==> src/design/efma_pkg.sv <==
`timescale 1ns / 1ps

package efma_pkg;

	localparam int NUM_REGS = 3;
	localparam int OFS_W = 28;

	localparam logic [1:0] REG_ZERO_OFS_CH0 = 2'd0;
	localparam logic [1:0] REG_ZERO_OFS_CH1 = 2'd1;
	localparam logic [1:0] REG_ZERO_OFS_CH2 = 2'd2;

	localparam logic [15:0] CRC_INIT = 16'hFFFF;
	localparam logic [15:0] CRC_POLY = 16'hA001;
	localparam int CRC_SPAN = 7;

	localparam int IDX_CNT0 = 3;
	localparam int IDX_CNT1 = 4;
	localparam int IDX_CNT2 = 5;
	localparam int IDX_CNT3 = 6;
	localparam int IDX_CRC_LO = 7;
	localparam int IDX_CRC_HI = 8;

	localparam int DEG_PER_TURN = 360;
	localparam logic signed [27:0] HALF_TURN_Q18 = 28'sd47185920;
	localparam logic signed [27:0] FULL_TURN_Q18 = 28'sd94371840;

	localparam int OUTQ_DEPTH = 8;
	localparam int OUTQ_PW = 3;

	typedef struct packed {
		logic [1:0]  channel;
		logic [47:0] abs_angle;
		logic [15:0] turns;
	} result_t;

	typedef struct packed {
		logic             nempty;
		logic [OUTQ_PW:0] level;
	} outq_stat_t;

	function automatic logic [15:0] crc16_byte(input logic [15:0] crc, input logic [7:0] b);
		logic [15:0] c;
		c = crc ^ {8'h00, b};
		for (int k = 0; k < 8; k++) begin
			c = c[0] ? ((c >> 1) ^ CRC_POLY) : (c >> 1);
		end
		return c;
	endfunction

endpackage

==> src/design/efma_ram.sv <==
`timescale 1ns / 1ps

module efma_ram #(
	parameter int WIDTH = 8,
	parameter int DEPTH = 4,
	localparam int AW = (DEPTH > 1) ? $clog2(DEPTH) : 1
) (
	input  logic             clk,
	input  logic             we,
	input  logic [AW-1:0]    waddr,
	input  logic [WIDTH-1:0] wdata,
	input  logic             re,
	input  logic [AW-1:0]    raddr,
	output logic [WIDTH-1:0] rdata
);

	logic [WIDTH-1:0] mem_q [DEPTH];

	always_ff @(posedge clk) begin
		if (we) begin
			mem_q[waddr] <= wdata;
		end
		if (re) begin
			rdata <= mem_q[raddr];
		end
	end

endmodule

==> src/design/efma_outq.sv <==
`timescale 1ns / 1ps

module efma_outq import efma_pkg::*; (
	input  logic       clk,
	input  logic       arst_n,
	input  logic       push,
	input  result_t    wdata,
	input  logic       pop,
	output result_t    rdata,
	output outq_stat_t stat
);

	result_t              mem_q [OUTQ_DEPTH];
	logic [OUTQ_PW-1:0]   wr_ptr_q;
	logic [OUTQ_PW-1:0]   rd_ptr_q;
	logic [OUTQ_PW:0]     level_q;
	logic                 do_pop;

	assign do_pop = pop && (level_q != '0);

	always_ff @(posedge clk or negedge arst_n) begin
		if (!arst_n) begin
			wr_ptr_q <= '0;
			rd_ptr_q <= '0;
			level_q <= '0;
		end else begin
			if (push) begin
				wr_ptr_q <= wr_ptr_q + 1'b1;
			end
			if (do_pop) begin
				rd_ptr_q <= rd_ptr_q + 1'b1;
			end
			if (push && !do_pop) begin
				level_q <= level_q + 1'b1;
			end else if (do_pop && !push) begin
				level_q <= level_q - 1'b1;
			end
		end
	end

	always_ff @(posedge clk) begin
		if (push) begin
			mem_q[wr_ptr_q] <= wdata;
		end
	end

	assign rdata = mem_q[rd_ptr_q];
	assign stat.nempty = (level_q != '0);
	assign stat.level = level_q;

endmodule

==> src/design/encoder_frame_multiturn_angle.sv <==
`timescale 1ns / 1ps

// Multi-turn angle from several absolute-encoder byte links.
// The s_ channel takes one received byte per request: s_tdata is the byte, s_tuser
// the link number and s_tlast marks the last byte of a frame. A frame of exactly
// FRAME_LEN bytes whose CRC-16 checks produces one result on the m_ channel: m_tuser
// is the link, m_tdata the signed multi-turn angle in Q18 degrees and the turn count.
// Bad frames produce nothing. The cfg_ channel writes the zero offset of links 0 to 2
// and is always ready; the user must write it only while no frame is in progress;
// the block does not enforce this. One byte is accepted per cycle, sustained, while
// s_tready is high. That rate is set by the read-modify-write of the per-link frame
// state memory, with forwarding between requests on the same link. Results pass
// through the pipeline stages into an 8-entry output queue and wait there, so bytes
// keep flowing while the receiver stalls; s_tready drops only when the queued results
// plus frame ends still in the pipeline would fill that queue.
// After reset every link starts a fresh frame, its turn counter is zero, the next good
// frame does no turn check, and all zero offsets are zero.

module encoder_frame_multiturn_angle import efma_pkg::*; #(
	parameter int NUM_CHANNELS = 3,
	parameter int FRAME_LEN = 9,
	parameter int COUNT_BITS = 18
) (
	input  logic        clk,
	input  logic        arst_n,
	input  logic        s_tvalid,
	output logic        s_tready,
	input  logic [7:0]  s_tdata,   // data_byte
	input  logic [1:0]  s_tuser,   // channel
	input  logic        s_tlast,   // frame_end
	output logic        m_tvalid,
	input  logic        m_tready,
	output logic [63:0] m_tdata,   // abs_angle [47:0], turns [63:48]
	output logic [1:0]  m_tuser,   // out_channel
	input  logic        cfg_valid,
	output logic        cfg_ready,
	input  logic [1:0]  cfg_index,
	input  logic [27:0] cfg_data
);

	localparam int CH_AW = (NUM_CHANNELS > 1) ? $clog2(NUM_CHANNELS) : 1;
	localparam int BC_W = $clog2(FRAME_LEN + 2);
	localparam int PROD_W = COUNT_BITS + 9;
	localparam int ANGLE_W = ((PROD_W > 27) ? PROD_W : 27) + 2;
	localparam int DIFF_W = ANGLE_W + 1;
	localparam int TP_W = 44;
	localparam int FA_W = BC_W + 16 + 32 + 16;
	localparam int AB_W = 1 + 16 + ANGLE_W;
	localparam logic [FA_W-1:0] FA_RESET = {BC_W'(0), CRC_INIT, 32'h0, 16'h0};
	localparam logic [COUNT_BITS-1:0] COUNT_MAX = '1;

	logic signed [OFS_W-1:0] ofs_q [NUM_REGS];

	logic s_acc;
	logic chan_ok;

	// Frame state memory and forwarding.
	logic [NUM_CHANNELS-1:0] fa_vld_q;
	logic                    fa_we;
	logic [CH_AW-1:0]        fa_waddr;
	logic [CH_AW-1:0]        fa_raddr;
	logic [FA_W-1:0]         fa_wdata;
	logic [FA_W-1:0]         fa_rdata;

	logic            v_s1;
	logic [1:0]      ch_s1;
	logic [7:0]      byte_s1;
	logic            end_s1;
	logic            fwd_s1;
	logic [FA_W-1:0] fwd_data_s1;

	logic [FA_W-1:0] fa_cur;
	logic [BC_W-1:0] bc_cur;
	logic [BC_W-1:0] bc_nxt;
	logic [15:0]     crc_cur;
	logic [15:0]     crc_nxt;
	logic [31:0]     word_cur;
	logic [31:0]     word_nxt;
	logic [15:0]     rx_cur;
	logic [15:0]     rx_nxt;
	logic            good;

	// Angle state memory.
	logic [NUM_CHANNELS-1:0] ab_vld_q;
	logic                    ab_re;
	logic                    ab_we;
	logic [CH_AW-1:0]        ab_waddr;
	logic [AB_W-1:0]         ab_wdata;
	logic [AB_W-1:0]         ab_rdata;

	logic        v_s2;
	logic [1:0]  ch_s2;
	logic [31:0] word_s2;
	logic [COUNT_BITS-1:0]   count_sat;
	logic signed [OFS_W-1:0] ofs_sel;

	logic                    v_s3;
	logic [1:0]              ch_s3;
	logic [PROD_W-1:0]       prod_s3;
	logic signed [OFS_W-1:0] ofs_s3;
	logic [AB_W-1:0]         ab_s3;

	logic                      v_s4;
	logic [1:0]                ch_s4;
	logic signed [ANGLE_W-1:0] angle_s4;
	logic signed [ANGLE_W-1:0] last_s4;
	logic [15:0]               turns_s4;
	logic                      seen_s4;
	logic signed [DIFF_W-1:0]  diff;
	logic [15:0]               turns_nxt;

	logic                      v_s5;
	logic [1:0]                ch_s5;
	logic signed [ANGLE_W-1:0] angle_s5;
	logic [15:0]               turns_s5;

	logic                      v_s6;
	logic [1:0]                ch_s6;
	logic signed [ANGLE_W-1:0] angle_s6;
	logic signed [TP_W-1:0]    tprod_s6;
	logic [15:0]               turns_s6;

	result_t    push_data;
	result_t    head;
	outq_stat_t q_stat;
	logic [2:0] inflight;

	// Configuration.
	assign cfg_ready = 1'b1;

	always_ff @(posedge clk or negedge arst_n) begin
		if (!arst_n) begin
			for (int r = 0; r < NUM_REGS; r++) begin
				ofs_q[r] <= '0;
			end
		end else if (cfg_valid) begin
			unique case (cfg_index)
				REG_ZERO_OFS_CH0: ofs_q[0] <= cfg_data;
				REG_ZERO_OFS_CH1: ofs_q[1] <= cfg_data;
				REG_ZERO_OFS_CH2: ofs_q[2] <= cfg_data;
				default: ;
			endcase
		end
	end

	// Input side and credit check against the output queue.
	assign inflight = 3'($countones({v_s1 & end_s1, v_s2, v_s3, v_s4, v_s5, v_s6}));
	assign s_tready = (5'(q_stat.level) + 5'(inflight)) < 5'(OUTQ_DEPTH);
	assign s_acc = s_tvalid && s_tready;
	assign chan_ok = 32'(s_tuser) < NUM_CHANNELS;

	assign fa_raddr = CH_AW'(s_tuser);
	assign fa_waddr = CH_AW'(ch_s1);
	assign fa_we = v_s1;

	efma_ram #(.WIDTH(FA_W), .DEPTH(NUM_CHANNELS)) u_frame_ram (
		.clk   (clk),
		.we    (fa_we),
		.waddr (fa_waddr),
		.wdata (fa_wdata),
		.re    (s_acc),
		.raddr (fa_raddr),
		.rdata (fa_rdata)
	);

	always_ff @(posedge clk or negedge arst_n) begin
		if (!arst_n) begin
			v_s1 <= 1'b0;
			v_s2 <= 1'b0;
			v_s3 <= 1'b0;
			v_s4 <= 1'b0;
			v_s5 <= 1'b0;
			v_s6 <= 1'b0;
			fa_vld_q <= '0;
			ab_vld_q <= '0;
		end else begin
			v_s1 <= s_acc && chan_ok;
			v_s2 <= v_s1 && good;
			v_s3 <= v_s2;
			v_s4 <= v_s3;
			v_s5 <= v_s4;
			v_s6 <= v_s5;
			if (fa_we) begin
				fa_vld_q[fa_waddr] <= 1'b1;
			end
			if (ab_we) begin
				ab_vld_q[ab_waddr] <= 1'b1;
			end
		end
	end

	always_ff @(posedge clk) begin
		ch_s1 <= s_tuser;
		byte_s1 <= s_tdata;
		end_s1 <= s_tlast;
		fwd_s1 <= fa_we && (fa_waddr == fa_raddr);
		fwd_data_s1 <= fa_wdata;
	end

	// Stage 1: update of the link's frame state.
	always_comb begin
		fa_cur = fwd_s1 ? fwd_data_s1 : (fa_vld_q[fa_waddr] ? fa_rdata : FA_RESET);
		{bc_cur, crc_cur, word_cur, rx_cur} = fa_cur;
		bc_nxt = bc_cur;
		crc_nxt = crc_cur;
		word_nxt = word_cur;
		rx_nxt = rx_cur;
		if (bc_cur < BC_W'(FRAME_LEN)) begin
			if (bc_cur == BC_W'(IDX_CNT0)) begin
				word_nxt[31:24] = byte_s1;
			end
			if (bc_cur == BC_W'(IDX_CNT1)) begin
				word_nxt[23:16] = byte_s1;
			end
			if (bc_cur == BC_W'(IDX_CNT2)) begin
				word_nxt[15:8] = byte_s1;
			end
			if (bc_cur == BC_W'(IDX_CNT3)) begin
				word_nxt[7:0] = byte_s1;
			end
			if (bc_cur == BC_W'(IDX_CRC_LO)) begin
				rx_nxt[7:0] = byte_s1;
			end
			if (bc_cur == BC_W'(IDX_CRC_HI)) begin
				rx_nxt[15:8] = byte_s1;
			end
			if (bc_cur < BC_W'(CRC_SPAN)) begin
				crc_nxt = crc16_byte(crc_cur, byte_s1);
			end
		end
		if (bc_cur <= BC_W'(FRAME_LEN)) begin
			bc_nxt = bc_cur + 1'b1;
		end
		good = end_s1 && (bc_nxt == BC_W'(FRAME_LEN)) && (crc_nxt == rx_nxt);
		if (end_s1) begin
			fa_wdata = {BC_W'(0), CRC_INIT, word_nxt, rx_nxt};
		end else begin
			fa_wdata = {bc_nxt, crc_nxt, word_nxt, rx_nxt};
		end
	end

	assign ab_re = v_s1 && good;

	efma_ram #(.WIDTH(AB_W), .DEPTH(NUM_CHANNELS)) u_angle_ram (
		.clk   (clk),
		.we    (ab_we),
		.waddr (ab_waddr),
		.wdata (ab_wdata),
		.re    (ab_re),
		.raddr (fa_waddr),
		.rdata (ab_rdata)
	);

	// Stage 2: saturate the count, scale it to Q18 degrees and select the link's zero offset.
	always_comb begin
		count_sat = (word_s2[31:COUNT_BITS] != '0) ? COUNT_MAX : word_s2[COUNT_BITS-1:0];
		ofs_sel = '0;
		for (int r = 0; r < NUM_REGS; r++) begin
			if (32'(ch_s2) == r) begin
				ofs_sel = ofs_q[r];
			end
		end
	end

	// Stage 4: unwrap against the last angle of the link.
	always_comb begin
		diff = DIFF_W'(angle_s4) - DIFF_W'(last_s4);
		turns_nxt = turns_s4;
		if (seen_s4) begin
			if (diff > DIFF_W'(HALF_TURN_Q18)) begin
				turns_nxt = turns_s4 - 16'd1;
			end else if (diff < -DIFF_W'(HALF_TURN_Q18)) begin
				turns_nxt = turns_s4 + 16'd1;
			end
		end
	end

	assign ab_we = v_s4;
	assign ab_waddr = CH_AW'(ch_s4);
	assign ab_wdata = {1'b1, turns_nxt, angle_s4};

	always_ff @(posedge clk) begin
		ch_s2 <= ch_s1;
		word_s2 <= word_nxt;

		ch_s3 <= ch_s2;
		prod_s3 <= PROD_W'(count_sat) * PROD_W'(DEG_PER_TURN);
		ofs_s3 <= ofs_sel;
		ab_s3 <= ab_vld_q[CH_AW'(ch_s2)] ? ab_rdata : '0;

		ch_s4 <= ch_s3;
		angle_s4 <= ANGLE_W'(ofs_s3) - $signed(ANGLE_W'(prod_s3));
		last_s4 <= ab_s3[ANGLE_W-1:0];
		turns_s4 <= ab_s3[ANGLE_W+15:ANGLE_W];
		seen_s4 <= ab_s3[AB_W-1];

		ch_s5 <= ch_s4;
		angle_s5 <= angle_s4;
		turns_s5 <= turns_nxt;

		ch_s6 <= ch_s5;
		angle_s6 <= angle_s5;
		tprod_s6 <= $signed(turns_s5) * FULL_TURN_Q18;
		turns_s6 <= turns_s5;
	end

	// Stage 6: total angle into the output queue.
	assign push_data.channel = ch_s6;
	assign push_data.abs_angle = 48'(angle_s6) + 48'(tprod_s6);
	assign push_data.turns = turns_s6;

	efma_outq u_outq (
		.clk    (clk),
		.arst_n (arst_n),
		.push   (v_s6),
		.wdata  (push_data),
		.pop    (m_tready),
		.rdata  (head),
		.stat   (q_stat)
	);

	assign m_tvalid = q_stat.nempty;
	assign m_tdata = {head.turns, head.abs_angle};
	assign m_tuser = head.channel;

endmodule

==> config.mk <==
export PLATFORM = sky130hd
export DESIGN_NAME = encoder_frame_multiturn_angle
export DESIGN_NICKNAME = d
export VERILOG_FILES = /design/src/design/efma_pkg.sv /design/src/design/efma_ram.sv /design/src/design/efma_outq.sv /design/src/design/encoder_frame_multiturn_angle.sv
export SDC_FILE = /design/constraint.sdc
export NUM_CORES = 2
export LEC_CHECK = 0
export BUFFER_PORTS_ARGS = -buffer_cell sky130_fd_sc_hd__buf_2
export CORE_MARGIN = 2
export CORE_UTILIZATION = 35
export DETAILED_ROUTE_END_ITERATION = 8
export PLACE_DENSITY_LB_ADDON = 0.05
export SLEW_MARGIN = 20
export SYNTH_ARGS = -nofsm -noshare
export SYNTH_HDL_FRONTEND = slang
export SYNTH_SLANG_ARGS = --single-unit
==> constraint.sdc <==
create_clock -name clk -period 7.9 [get_ports clk]
set_input_delay 1.58 -clock clk [delete_from_list [all_inputs] [get_ports clk]]
set_output_delay 1.58 -clock clk [all_outputs]
set_load 0.02 [all_outputs]
==> results.md <==
Synthesis:
- The synthesized netlist devotes 2.28% of its cell area to XOR and XNOR gates.
- Multiplexer cells account for 10.6% of the synthesized area.
- In this run, synthesis produced a sequential element count of between 1000 and 1500.
- The number of distinct library cells after synthesis is 83.
- The average instance in the mapped netlist occupies between 10 and 15 µm².
- The share of synthesized cell area in full adder, half adder and majority cells is 6.19%.
- The synthesized netlist cell count is 3998.
- The synthesized netlist devotes 6.19% of its cell area to simple gates.
- When the netlist entered floorplanning its net count stood at approximately 4300.
- After synthesis, the largest family of logic cells by area is multiplexers.
- Yosys printed 0 warnings.
- The synthesized design contains 956 enable-type register cells.
- The portion of the post-synthesis area used by sequential elements is 66.5%.
- The share of synthesized registers carrying an async set or reset is 7.38%.
- The mapped netlist covers 58400 µm².
- The synthesized netlist devotes around 5.5% of its cell area to compound gates.
- In the synthesized netlist the dominant register cell turns out to be sky130_fd_sc_hd__edfxtp_1.

Power and ir drop:
- Cell internal power was estimated by the tool at 0.0153 W.
- Power spread over the standard cell area amounts to 327 nW/µm².
- The proportion of power drawn by the clock network is around 34%.
- The switching power is between 0.006 and 0.007 W.
- The fraction of power consumed by sequential logic is 44.1%.
- Of the total power, the share spent switching nets is 30.3%.
- The worst supply voltage drop on vdd is 240 µV.
- Combinational logic is responsible for 22.2% of the overall power.
- Summed over all cells, the static leakage comes to 24.9 nW.

GRT:
- Entering global routing, the biggest net connects 102 pins.
- The total global routing track utilization is around 16%.
- The via count of the first global-routing pass was ~33000.
- After global routing the overflow that remains totals 0.
- The number of antenna violations at the first check in global routing came to 8.
- The first global-routing pass estimated 204000 µm of wire.

Clock tree:
- The cell sitting at the root of the clock tree is a sky130_fd_sc_hd__clkbuf_16.
- The depth of the CTS H-tree is 4.
- Post-CTS repair changed the size of 0 cells.
- TritonCTS built the clock tree.
- For the worst-skew pair, the clock arrives at the later sink with an insertion delay of 810 ps.
- After clock tree synthesis, the setup repair step added 0 buffers.
- Clock-pin slew was measured on the worst setup and hold paths at 70 ps.
- The number of buffers added to fix hold violations after cts is 0.
- The total number of clock tree sinks is 1436.
- Counting along the longest clock path gives a buffer depth of 3.
- The TritonCTS buffer count is 161.

Routing:
- Wires add up to 134000 µm.
- The number of DRC violations after detailed-routing iteration 0 is about 1700.
- Summing over every cut layer, the via total after detailed routing is 31300.
- The wire length per cell is between 20 and 25 µm.
- The average via count per standard cell is about 4.8.
- The count of nets left with antenna violations once routing finished came out at 0.
- Before antenna repair, the detailed router went through 5 iterations.
- The remaining routing DRC violations is 0.

Outcome:
- The run finished with clean final reports.

Timing:
- Setup repair after global routing left no endpoint under its margin.
- After layout, the minimum clock period comes to 6310 ps.
- The tightest slew margin relative to the limit is 25.9%.
- The total negative slack for setup checks is 0 ps.
- The number of pins with negative max-slew slack in the final report was 0.
- The maximum frequency from static timing analysis is 158 MHz.
- The final number of hold-violating endpoints is 0.
- The final critical-path share of the clock period is 79.9%.
- The final-report setup violation count is 0.
- The clock skew after layout is 48.3 ps.
- The measured slew at the worst slew-check pin is 1110 ps.

Layout:
- Cells with a size suffix above 1 make up 17.9% of the layout.
- The area growth from synthesis to layout is 14.8%.
- Once layout is done, the placed cells without fillers occupy 67000 µm².
- Registers take 38900 µm².
- The final core area utilization is 40.5%.
- The count of placed standard cells in the final layout, fillers left out is 6511.
- The total of fill cells in the finished design is 15300.
- The footprint of the multi-input gates is between 15000 and 20000 µm².
- At the end of the flow, the number of nets in the layout was 4475.

Min path:
- The worst min-delay path category is flop to flop.

Floorplan:
- The die is 412 µm wide.
- The die is 412 µm tall.
- The number of ports placed on the die boundary is roughly 120.
- The die covers 170000 µm².
- The initial core utilization is 35.3%.
- The floorplan step defined a core boundary enclosing between 150000 and 200000 µm².
- The floorplan row count is 149.

Run:
- The max-cap violation count is 0.

Setup path:
- The sort of element at the start of the critical path is a flop.
- The critical path in this run is classified as flop to flop.
- The required time of the worst setup path is 8600 ps.
- STA classifies the critical path endpoint as a flop.
- The largest fanout on the critical path is 22.
- The worst endpoint data arrival time is approximately 7000 ps.

Placed design:
- The routability-driven placement congestion ratio is between 0.7 and 0.8.
- The count of buffers added on input and output ports is 113.
- The placed cell area is slightly above 60000 µm².
- Counting tap cells, the placed design contains a total of around 6200 instances.
- The half-perimeter wire length after detailed placement is 83000 µm.
worst paths after layout:
path | endpoint | from | cells past startpoint | slack [ps]
min in group asynchronous | ofs_q[57] | arst_n | 1 | 890
worst max register to register | prod_s3[26] | word_s2[19] | 21 | 1590
max in group asynchronous | ofs_q[38] | arst_n | 2 | 5800
worst min-delay path | last_s4[24] | ab_s3[24] | 0 | 290
worst min register to register | last_s4[24] | ab_s3[24] | 0 | 290
worst max-delay path | prod_s3[26] | word_s2[19] | 21 | 1590
kinds of logic (layout without fill, tap and decap cells):
| logic type | Yosys count | count (layout) |
|---|---|---|
| XOR/XNOR | 150 | 150 |
| flip-flops | 1436 | 1436 |
| AND/OR/NAND/NOR | 774 | 774 |
| multiplexers | 442 | 442 |
| other | 1 | 4 |
| buffers and inverters | 399 | 720 |
| AO/OA/AOI/OAI | 545 | 545 |
| adder cells (fa/ha/maj) | 251 | 251 |
registers in the layout, indices dropped and copies added, names as in the netlist, 4 cells and up:
signal             flops
ab_s3                 46
angle_s4              29
angle_s5              29
angle_s6              29
byte_s1                8
fwd_data_s1           37
last_s4               29
ofs_q                 84
ofs_s3                28
prod_s3               24
tprod_s6              21
turns_s4              16
turns_s5              16
turns_s6              16
u_angle_ram.mem_q    135
u_angle_ram.rdata     45
u_frame_ram.mem_q    204
u_frame_ram.rdata     68
u_outq.level_q         4
u_outq.mem_q         504
word_s2               31
worst max-delay path: stages, from the launching register on:
cell	delay, ps
sky130_fd_sc_hd__dfxtp_1	320
sky130_fd_sc_hd__nor4_1	310
sky130_fd_sc_hd__nand4_1	700
sky130_fd_sc_hd__or2_2	620
sky130_fd_sc_hd__ha_1	370
sky130_fd_sc_hd__xor2_1	160
sky130_fd_sc_hd__ha_1	290
sky130_fd_sc_hd__inv_1	60
sky130_fd_sc_hd__fa_1	500
sky130_fd_sc_hd__inv_1	40
sky130_fd_sc_hd__ha_1	310
sky130_fd_sc_hd__a21oi_1	230
sky130_fd_sc_hd__o21bai_1	100
sky130_fd_sc_hd__a21oi_1	230
sky130_fd_sc_hd__o21ai_1	180
sky130_fd_sc_hd__a41oi_1	380
sky130_fd_sc_hd__a211oi_1	170
sky130_fd_sc_hd__a41o_1	280
sky130_fd_sc_hd__or4_1	430
sky130_fd_sc_hd__a41o_1	230
sky130_fd_sc_hd__a21oi_1	170
sky130_fd_sc_hd__xnor2_1	130
cell type report:
type | count | area share (%)
inverter | 250 | 1.40
clock buffer | 220 | 6.71
multi-input combinational | 2163 | 27.0
antenna | 3 | 0.0112
tap | 2189 | 4.09
timing repair buffer | 166 | 1.49
clock inverter | 84 | 1.23
sequential | 1436 | 58.0
cell usage after synthesis (30+ instances only):
| cell type | instances | area share [%] |
|---|---|---|
| sky130_fd_sc_hd__dfrtp_1 | 106 | 4.5 |
| sky130_fd_sc_hd__nand2_1 | 289 | 1.9 |
| sky130_fd_sc_hd__nor2_1 | 189 | 1.2 |
| sky130_fd_sc_hd__xor2_1 | 43 | 0.65 |
| sky130_fd_sc_hd__buf_1 | 31 | 0.20 |
| sky130_fd_sc_hd__xnor2_1 | 105 | 1.6 |
| sky130_fd_sc_hd__mux4_2 | 126 | 4.9 |
| sky130_fd_sc_hd__mux2i_1 | 151 | 2.6 |
| sky130_fd_sc_hd__dfxtp_1 | 374 | 13 |
| sky130_fd_sc_hd__or2_2 | 30 | 0.32 |
| sky130_fd_sc_hd__nor3_1 | 43 | 0.37 |
| sky130_fd_sc_hd__inv_1 | 250 | 1.6 |
| sky130_fd_sc_hd__and2_1 | 59 | 0.63 |
| sky130_fd_sc_hd__edfxtp_1 | 956 | 49 |
| sky130_fd_sc_hd__a21oi_1 | 156 | 1.3 |
| sky130_fd_sc_hd__fa_1 | 63 | 2.2 |
| sky130_fd_sc_hd__o21ai_0 | 202 | 1.7 |
| sky130_fd_sc_hd__nand3_1 | 31 | 0.27 |
| sky130_fd_sc_hd__clkbuf_1 | 103 | 0.66 |
| sky130_fd_sc_hd__mux2_2 | 164 | 3.2 |
| sky130_fd_sc_hd__ha_1 | 188 | 4.0 |
cells in the final DEF (no fill, tap or decap), drive strengths merged, types with 152 or more instances in the layout:
cell type  netlist  layout
o21ai          227     227
buf             46     166
mux2i          152     152
dfxtp          374     374
edfxtp         956     956
mux2           164     164
clkbuf         103     220
ha             188     188
inv            250     257
nand2          289     289
nor2           189     189
a21oi          157     157
through the flow:
step / total power (W) / setup slack, ps / hold WS, ps
global route: 0.0231 / 1140 / 296
global placement: 0.0148 / 1600 / 310
finish: 0.0219 / 1590 / 290
detailed placement: 0.0148 / 1600 / 312
floorplan: 0.0131 / 42.4 / 310
CTS: 0.0223 / 1540 / 287
layer usage:
| layer | wire length, µm | vias up | part of all wire (%) | track usage, % |
|---|---|---|---|---|
| met3 | 4670 | 186 | 3.5 | 2.72 |
| met2 | 64700 | 439 | 48 | 26.7 |
| met1 | 61800 | 15700 | 46 | 21.3 |
| met5 | 27 | - | 0.020 | 0 |
| met4 | 2730 | 4 | 2.0 | 4.37 |
| li1 | - | 14900 | - | - |
power groups by stage:
stage          Sequential [W]  Clock [W]  Combinational [W]
2_1_floorplan         0.00934          0            0.00372
3_3_place_gp          0.00986          0            0.00495
3_5_place_dp          0.00987          0            0.00494
4_1_cts               0.00971    0.00763            0.00497
5_1_grt               0.00977    0.00792            0.00541
6_report              0.00966    0.00737            0.00486
Note: power is estimated with default switching activity, not from simulation.
